`src/rtl/core/assert_macros.svh`:
```
// assertion macros included by point_stride_range_gate_unit
`ifndef ASSERT_MACROS_SVH
`define ASSERT_MACROS_SVH

// property checked on every rising clock edge outside reset
`define ASSERT_CLK(label, prop, msg) \
  label: assert property (@(posedge clk) disable iff (rst) (prop)) else $error(msg);

// property checked on every rising clock edge, reset included
`define ASSERT_ALWAYS(label, prop, msg) \
  label: assert property (@(posedge clk) (prop)) else $error(msg);

`endif

```
`src/rtl/core/psrg_pkg.sv`:
```
// types and constants of the point stride range gate
package psrg_pkg;

  localparam int CFG_INDEX_W = 2;
  localparam int CFG_DATA_W  = 16;
  localparam int STRIDE_W    = 8;
  localparam int RANGE_W     = 16;
  localparam int DIST_W      = 16;

  localparam logic [CFG_INDEX_W-1:0] REG_STRIDE    = 2'd0;
  localparam logic [CFG_INDEX_W-1:0] REG_MIN_RANGE = 2'd1;
  localparam logic [CFG_INDEX_W-1:0] REG_MAX_RANGE = 2'd2;

  localparam logic [STRIDE_W-1:0] STRIDE_RST    = 8'd8;
  localparam logic [RANGE_W-1:0]  MIN_RANGE_RST = 16'd300;
  localparam logic [RANGE_W-1:0]  MAX_RANGE_RST = 16'd4000;

  localparam int TUSER_W         = 2;
  localparam int TUSER_FINITE    = 0;
  localparam int TUSER_FRAME_BEG = 1;

  localparam int SQ_STEPS = 3;

  typedef enum logic [1:0] {
    SEL_X = 2'd0,
    SEL_Y = 2'd1,
    SEL_Z = 2'd2
  } coord_sel_t;

  typedef enum logic [2:0] {
    ST_IDLE,
    ST_SQUARE,
    ST_LOAD,
    ST_ROOT,
    ST_CHECK
  } state_t;

  typedef struct packed {
    logic       accept;
    logic       mult_en;
    coord_sel_t mult_sel;
    logic       acc_en;
    logic       root_load;
    logic       root_step;
    logic       out_load;
  } ctrl_cmd_t;

  typedef struct packed {
    logic keep;
    logic finite;
    logic in_range;
    logic out_free;
  } ctrl_status_t;

endpackage

```
`src/rtl/core/psrg_ctrl.sv`:
```
// controller state machine: accept, square, root and result handoff sequencing
module psrg_ctrl #(
  parameter int COORD_BITS = 16
) (
  input  logic                  clk,
  input  logic                  rst,
  input  logic                  s_tvalid,
  output logic                  s_tready,
  input  psrg_pkg::ctrl_status_t status,
  output psrg_pkg::ctrl_cmd_t    cmd,
  output psrg_pkg::state_t       state
);

  localparam int CNT_W = $clog2(COORD_BITS);

  psrg_pkg::state_t state_next;
  logic [CNT_W-1:0] cnt;
  logic [CNT_W-1:0] cnt_next;

  always_ff @(posedge clk) begin
    if (rst) begin
      state <= psrg_pkg::ST_IDLE;
      cnt   <= '0;
    end else begin
      state <= state_next;
      cnt   <= cnt_next;
    end
  end

  always_comb begin
    state_next    = state;
    cnt_next      = cnt;
    s_tready      = 1'b0;
    cmd           = '0;
    cmd.mult_sel  = psrg_pkg::SEL_X;
    unique case (state)
      psrg_pkg::ST_IDLE: begin
        s_tready = 1'b1;
        if (s_tvalid) begin
          cmd.accept = 1'b1;
          if (status.keep && status.finite) begin
            state_next = psrg_pkg::ST_SQUARE;
            cnt_next   = '0;
          end
        end
      end
      psrg_pkg::ST_SQUARE: begin
        cmd.mult_en = (cnt < CNT_W'(psrg_pkg::SQ_STEPS));
        cmd.acc_en  = (cnt != '0);
        case (cnt[1:0])
          2'd1:    cmd.mult_sel = psrg_pkg::SEL_Y;
          2'd2:    cmd.mult_sel = psrg_pkg::SEL_Z;
          default: cmd.mult_sel = psrg_pkg::SEL_X;
        endcase
        if (cnt == CNT_W'(psrg_pkg::SQ_STEPS)) begin
          state_next = psrg_pkg::ST_LOAD;
        end else begin
          cnt_next = cnt + 1'b1;
        end
      end
      psrg_pkg::ST_LOAD: begin
        cmd.root_load = 1'b1;
        cnt_next      = '0;
        state_next    = psrg_pkg::ST_ROOT;
      end
      psrg_pkg::ST_ROOT: begin
        cmd.root_step = 1'b1;
        if (cnt == CNT_W'(COORD_BITS - 1)) begin
          state_next = psrg_pkg::ST_CHECK;
        end else begin
          cnt_next = cnt + 1'b1;
        end
      end
      psrg_pkg::ST_CHECK: begin
        if (!status.in_range) begin
          state_next = psrg_pkg::ST_IDLE;
        end else if (status.out_free) begin
          cmd.out_load = 1'b1;
          state_next   = psrg_pkg::ST_IDLE;
        end
      end
      default: begin
        state_next = psrg_pkg::ST_IDLE;
      end
    endcase
  end

endmodule

```
`src/rtl/core/psrg_datapath.sv`:
```
// datapath: stride phase, shared squaring multiplier, digit square root, output register
module psrg_datapath #(
  parameter int COORD_BITS = 16
) (
  input  logic                                  clk,
  input  logic                                  rst,
  input  psrg_pkg::ctrl_cmd_t                   cmd,
  output psrg_pkg::ctrl_status_t                status,
  input  logic [((3*COORD_BITS+7)/8)*8-1:0]     s_tdata,
  input  logic [psrg_pkg::TUSER_W-1:0]          s_tuser,
  input  logic [psrg_pkg::STRIDE_W-1:0]         stride_cfg,
  input  logic [psrg_pkg::RANGE_W-1:0]          min_range_mm,
  input  logic [psrg_pkg::RANGE_W-1:0]          max_range_mm,
  output logic                                  m_tvalid,
  input  logic                                  m_tready,
  output logic [((3*COORD_BITS+psrg_pkg::DIST_W+7)/8)*8-1:0] m_tdata
);

  localparam int CB    = COORD_BITS;
  localparam int SB    = 2 * COORD_BITS;
  localparam int RB    = COORD_BITS;
  localparam int CW    = (COORD_BITS > psrg_pkg::RANGE_W) ? COORD_BITS : psrg_pkg::RANGE_W;
  localparam int OUT_W = ((3*COORD_BITS+psrg_pkg::DIST_W+7)/8)*8;

  logic [psrg_pkg::STRIDE_W-1:0] phase;
  logic [psrg_pkg::STRIDE_W-1:0] phase_eff;
  logic [psrg_pkg::STRIDE_W-1:0] stride_eff;
  logic [psrg_pkg::STRIDE_W:0]   phase_inc;

  logic signed [CB-1:0]   cx, cy, cz;
  logic signed [CB-1:0]   mult_a;
  logic signed [SB-1:0]   sq_full;
  logic [SB-1:0]          prod;
  logic [SB-1:0]          sum;

  logic [SB-1:0]   rad;
  logic [RB+1:0]   rem;
  logic [RB-1:0]   root;
  logic [RB+3:0]   cand;
  logic [RB+3:0]   subv;
  logic [RB+3:0]   diff;

  logic [CW-1:0]   dist_ext;
  logic signed [CB-1:0] ox, oy, oz;
  logic [psrg_pkg::DIST_W-1:0] od;

  // stride keep test
  assign stride_eff = (stride_cfg == '0) ? psrg_pkg::STRIDE_W'(1) : stride_cfg;
  assign phase_eff  = s_tuser[psrg_pkg::TUSER_FRAME_BEG] ? '0 : phase;
  assign phase_inc  = {1'b0, phase_eff} + 1'b1;

  always_ff @(posedge clk) begin
    if (rst) begin
      phase <= '0;
    end else if (cmd.accept) begin
      phase <= (phase_inc >= {1'b0, stride_eff}) ? '0 : phase_inc[psrg_pkg::STRIDE_W-1:0];
    end
  end

  // squares through one shared multiplier
  always_comb begin
    case (cmd.mult_sel)
      psrg_pkg::SEL_Y: mult_a = cy;
      psrg_pkg::SEL_Z: mult_a = cz;
      default:         mult_a = cx;
    endcase
  end

  assign sq_full = mult_a * mult_a;

  // restoring root, two radicand bits per step
  assign cand = {rem, rad[SB-1 -: 2]};
  assign subv = {2'b00, root, 2'b01};
  assign diff = cand - subv;

  always_ff @(posedge clk) begin
    if (cmd.accept) begin
      cx  <= s_tdata[CB-1:0];
      cy  <= s_tdata[2*CB-1:CB];
      cz  <= s_tdata[3*CB-1:2*CB];
      sum <= '0;
    end
    if (cmd.mult_en) begin
      prod <= unsigned'(sq_full);
    end
    if (cmd.acc_en) begin
      sum <= sum + prod;
    end
    if (cmd.root_load) begin
      rad  <= sum;
      rem  <= '0;
      root <= '0;
    end else if (cmd.root_step) begin
      rad <= {rad[SB-3:0], 2'b00};
      if (cand >= subv) begin
        rem  <= diff[RB+1:0];
        root <= {root[RB-2:0], 1'b1};
      end else begin
        rem  <= cand[RB+1:0];
        root <= {root[RB-2:0], 1'b0};
      end
    end
    if (cmd.out_load) begin
      ox <= cx;
      oy <= cy;
      oz <= cz;
      od <= dist_ext[psrg_pkg::DIST_W-1:0];
    end
  end

  assign dist_ext = CW'(root);

  always_ff @(posedge clk) begin
    if (rst) begin
      m_tvalid <= 1'b0;
    end else if (cmd.out_load) begin
      m_tvalid <= 1'b1;
    end else if (m_tready) begin
      m_tvalid <= 1'b0;
    end
  end

  assign m_tdata = OUT_W'({od, oz, oy, ox});

  assign status.keep     = (phase_eff == '0);
  assign status.finite   = s_tuser[psrg_pkg::TUSER_FINITE];
  assign status.in_range = (dist_ext >= CW'(min_range_mm)) && (dist_ext <= CW'(max_range_mm));
  assign status.out_free = !m_tvalid || m_tready;

endmodule

```
`src/rtl/core/point_stride_range_gate_unit.sv`:
```
// point stride range gate: configuration registers, controller and datapath
// a kept finite point in range passes ST_SQUARE, ST_LOAD, ST_ROOT and ST_CHECK before m_tvalid rises
// input: a kept finite point holds s_tready low through these states, mostly in the square root
// that resolves one bit per cycle; any other point is dropped and the input stays ready
// a full output register stalls the controller before the result handoff
// reset (rst, synchronous): stride phase 0, registers 8 / 300 / 4000, no output pending
module point_stride_range_gate_unit #(
  parameter int COORD_BITS = 16
) (
  input  logic                                 clk,
  input  logic                                 rst,
  input  logic                                 cfg_valid,
  output logic                                 cfg_ready,
  input  logic [psrg_pkg::CFG_INDEX_W-1:0]     cfg_index,
  input  logic [psrg_pkg::CFG_DATA_W-1:0]      cfg_data,
  input  logic                                 s_tvalid,
  output logic                                 s_tready,
  // x_mm, y_mm, z_mm, zero fill
  input  logic [((3*COORD_BITS+7)/8)*8-1:0]    s_tdata,
  // point_finite, frame_start
  input  logic [psrg_pkg::TUSER_W-1:0]         s_tuser,
  output logic                                 m_tvalid,
  input  logic                                 m_tready,
  // out_x_mm, out_y_mm, out_z_mm, distance_mm, zero fill
  output logic [((3*COORD_BITS+psrg_pkg::DIST_W+7)/8)*8-1:0] m_tdata
);

  `include "assert_macros.svh"

  localparam int DIST_LO = 3 * COORD_BITS;

  logic [psrg_pkg::STRIDE_W-1:0] stride_cfg;
  logic [psrg_pkg::RANGE_W-1:0]  min_range_mm;
  logic [psrg_pkg::RANGE_W-1:0]  max_range_mm;

  psrg_pkg::ctrl_cmd_t    cmd;
  psrg_pkg::ctrl_status_t status;
  psrg_pkg::state_t       state;

  assign cfg_ready = 1'b1;

  always_ff @(posedge clk) begin
    if (rst) begin
      stride_cfg   <= psrg_pkg::STRIDE_RST;
      min_range_mm <= psrg_pkg::MIN_RANGE_RST;
      max_range_mm <= psrg_pkg::MAX_RANGE_RST;
    end else if (cfg_valid) begin
      unique case (cfg_index)
        psrg_pkg::REG_STRIDE:    stride_cfg   <= cfg_data[psrg_pkg::STRIDE_W-1:0];
        psrg_pkg::REG_MIN_RANGE: min_range_mm <= cfg_data;
        psrg_pkg::REG_MAX_RANGE: max_range_mm <= cfg_data;
        default: begin
        end
      endcase
    end
  end

  psrg_ctrl #(
    .COORD_BITS(COORD_BITS)
  ) u_ctrl (
    .clk      (clk),
    .rst      (rst),
    .s_tvalid (s_tvalid),
    .s_tready (s_tready),
    .status   (status),
    .cmd      (cmd),
    .state    (state)
  );

  psrg_datapath #(
    .COORD_BITS(COORD_BITS)
  ) u_datapath (
    .clk          (clk),
    .rst          (rst),
    .cmd          (cmd),
    .status       (status),
    .s_tdata      (s_tdata),
    .s_tuser      (s_tuser),
    .stride_cfg   (stride_cfg),
    .min_range_mm (min_range_mm),
    .max_range_mm (max_range_mm),
    .m_tvalid     (m_tvalid),
    .m_tready     (m_tready),
    .m_tdata      (m_tdata)
  );

  `ASSERT_CLK(a_load_slot_free, cmd.out_load |-> (!m_tvalid || m_tready), "output overwritten")
  `ASSERT_CLK(a_valid_from_load, $rose(m_tvalid) |-> $past(cmd.out_load), "result without load")
  `ASSERT_CLK(a_dist_in_range, m_tvalid |-> (m_tdata[DIST_LO +: psrg_pkg::DIST_W] >= min_range_mm
              && m_tdata[DIST_LO +: psrg_pkg::DIST_W] <= max_range_mm), "distance out of range")
  `ASSERT_CLK(a_load_from_check, cmd.out_load |-> state == psrg_pkg::ST_CHECK, "load outside check")

endmodule
```
`config.mk`:
```
export PLATFORM = sky130hd
export DESIGN_NAME = point_stride_range_gate_unit
export DESIGN_NICKNAME = d
export VERILOG_FILES = /design/src/rtl/core/psrg_pkg.sv /design/src/rtl/core/psrg_ctrl.sv /design/src/rtl/core/psrg_datapath.sv /design/src/rtl/core/point_stride_range_gate_unit.sv
export VERILOG_INCLUDE_DIRS = /design/src /design/src/rtl/core
export SDC_FILE = /design/constraint.sdc
export NUM_CORES = 1
export LEC_CHECK = 0
export ABC_AREA = 1
export BUFFER_PORTS_ARGS = -buffer_cell sky130_fd_sc_hd__buf_2
export CELL_PAD_IN_SITES_DETAIL_PLACEMENT = 0
export CELL_PAD_IN_SITES_GLOBAL_PLACEMENT = 2
export CORE_AREA = 2 2 217 326
export CTS_CLUSTER_SIZE = 14
export DETAILED_ROUTE_END_ITERATION = 8
export DIE_AREA = 0 0 219 328
export PLACE_DENSITY_LB_ADDON = 0.05
export SYNTH_ARGS = -nofsm -noshare
export SYNTH_HDL_FRONTEND = slang
export SYNTH_SLANG_ARGS = --single-unit
```
`constraint.sdc`:
```
create_clock -name clk -period 20.9 [get_ports clk]
set_input_delay 0 -clock clk [delete_from_list [all_inputs] [get_ports clk]]
set_output_delay 0 -clock clk [all_outputs]
set_load 0.01 [all_outputs]
```
==> metrics <==
hold slack=0.05496 ns; Fillers=7,110; routed via count=18,670; DRC errors left=0; Placer Congestion=0.8919; row cnt=118; Netlist cell types=54; total track usage=21.08%; Slew headroom=26.25%; Starting Density=34.79%; Clock Tree Buf Depth=3; # nets final=3,421; Ys Warns=0; CP Launch Type=flip-flop; WP data arrival=8.40 ns; CTS tree=built; Fmax=123.7 MHz; detailed-route wire length per cell=19.12 um; syn_nets=3,194; vias per std cell=4.845; share of the yosys chip area belonging to registers=33.50%; initial drt markers=804; top post-synthesis cells by count=523 x inv_1, 501 x nand2_1, 254 x nor2_1, 233 x fa_1, 207 x edfxtp_1; fin. max-slew vios=0; # setup viols final=0; vias in the first global route=20,590; RSZ-0062 raised after global routing=no; Root Buffer=clkbuf_16; Synth area leaders=edfxtp_1 26%, fa_1 19%, ha_1 9.8%, inv_1 8.2%, nand2_1 7.9%; worst slew pin tran=1.105 ns; post-detail-place hpwl=60,110 um; core area=68,800 sq um; Placed Area=25,670 sq um; htree depth=2; Post-Route Setup TNS=0 ns; Top FF cell, synth=edfxtp_1; n_diodes=0; post-CTS setup buffers=0; critical path class=flip-flop to flip-flop; Yosys top cell by area=edfxtp_1; post-synthesis async set-or-reset flop share=0%; Die Area=71,830 sq um; Hold Path Class=primary input to flip-flop; Final Critical Period=8.087 ns; drt total wl=73,680 um; global route overflow=0; die width=219 um; top-area cell type share of the netlist area=25.97%; drt pass-1 iters=6; antenna violations before repair=0; max_cap viols=0; hold_buf cts=84; clk sinks=297; I/O pin total=140; synthesized area per cell=8.865 sq um; Post-synth EDFFs=207; period utilisation layout=38.70%; Clock Latency Late Sink=0.57 ns; cts bufs inserted=36; Setup WS post-layout=12.81 ns; Worst Setup End Kind=flip-flop; area delta synth->final=15.69%; Reg clk slew, reported paths=0.06 ns; worst slack, placed=12.77 ns; worst-path maximum fanout=22; Worst Path Required=21.21 ns; Final Skew=0.01740 ns; status=finished clean; cts repair resizes=0; count leader, synth=inv_1; layout cell share with drive strength beyond 1=9.109%; Final ANT Viol Nets=0; Hold Fails Final Rpt=0; post-layout instance area=27,690 sq um; # port buffers=138; largest net degree at the start of global routing=50; Post-Syn Area=23,940 sq um; first-pass GRT wire length=115,100 um; DIE HEIGHT=328 um; #FFs+latches synth=297; Syn Inst Count=2,700
sequential cells by signal (all words and copies together) (netlist names):
name                 count
u_datapath.oy           16
u_datapath.dist_ext     16
u_datapath.cz           16
u_datapath.cy           16
u_datapath.phase         8
u_datapath.ox           16
u_datapath.oz           16
u_datapath.rad          32
u_datapath.od           16
u_ctrl.cnt               4
u_ctrl.state             3
max_range_mm            16
u_datapath.sum          32
u_datapath.cx           16
u_datapath.prod         31
u_datapath.rem          18
stride_cfg               8
u_datapath.m_tvalid      1
min_range_mm            16
metal layers:
metal	wire length, um	up-vias	global-route usage, %
li1	-	9100	-
met1	26410	9105	20.80
met2	41590	327	42.54
met3	2095	137	2.574
met4	3578	0	9.856
met5	0	-	0
kinds of logic after synthesis:
group	synth area share (%)
xor gates and xnor gates	2.269
DFF	33.50
buffers and inverters	9.519
other	0.01567
and+or+nand+nor	16.71
AOI/OAI and AO/OA	8.672
adders and majority gates	29.32
per-stage QoR:
step,utilization (%),std cells
4_1_cts,40.25,3853
6_report,40.25,3853
3_5_place_dp,37.31,3705
5_1_grt,40.25,3853
2_1_floorplan,-,2700
3_3_place_gp,37.31,3705
cell type report:
cell class,count,area (sq um),share of cell area (%)
multi-input combinational,1812,13670,49.37
sequential,297,8018,28.95
inverter,540,2027,7.320
timing repair buffer,240,1667,6.019
tap,900,1126,4.067
clock buffer,42,964.7,3.484
clock inverter,22,217.7,0.7862
worst max-delay path, cell delays in order (launching register included):
cell and delay, ns:
dfxtp_1 0.33, inv_1 0.10, nand2_1 0.12, nor2_2 0.21
nand2_1 0.12, ha_1 0.54, inv_2 0.28, nand3_1 0.20
o21ai_2 0.06, buf_4 0.22, inv_1 0.53, nand2_1 0.23
fa_1 0.54, inv_1 0.07, fa_1 0.80, fa_1 0.53
fa_1 0.52, fa_1 0.50, inv_1 0.05, fa_1 0.47
inv_1 0.04, ha_1 0.34, a21oi_1 0.26, o21ai_0 0.23
a21oi_1 0.18, o21a_1 0.13, nand2_1 0.06, xor2_1 0.15
layout by cell type (no fill, tap or decap), types with 7 or more instances in the layout:
master         Yosys  layout
buf_2             20     138
inv_1            523     523
a221o_1           10      10
xnor2_1           19      19
nand2_1          501     500
o21ai_1            5      11
a21oi_1          169     169
fa_1             233     233
nand3_1          111     111
xor2_1            43      43
clkbuf_16          0      37
nor2_1           254     251
dfxtp_1           90      90
o211ai_1          14      14
clkinv_2           0       7
a21o_1            12      12
o21a_1            11      11
o21ai_2            8       9
nor3_1            33      33
o21ai_0          103      96
ha_1             188     188
nand4_1           28      28
nor2_2             9      10
buf_4              5      18
o22ai_1           14      14
inv_2             15      15
edfxtp_1         207     207
dlygate4sd3_1      0      84
final timing paths:
kind / slack [ns] / end / depth (start not counted) / startpoint
worst max register to register: 12.81 / u_datapath.prod[28] / 27 / u_ctrl.state[2]
worst min register to register: 0.43 / u_datapath.od[0] / 0 / u_datapath.dist_ext[0]
worst max-delay path: 12.81 / u_datapath.prod[28] / 27 / u_ctrl.state[2]
worst min-delay path: 0.05 / u_ctrl.cnt[0] / 7 / s_tuser[0]
Power is left out: the tool's default activity adds up to more than one toggle a clock period on the data nets, which glitch-free logic cannot reach.
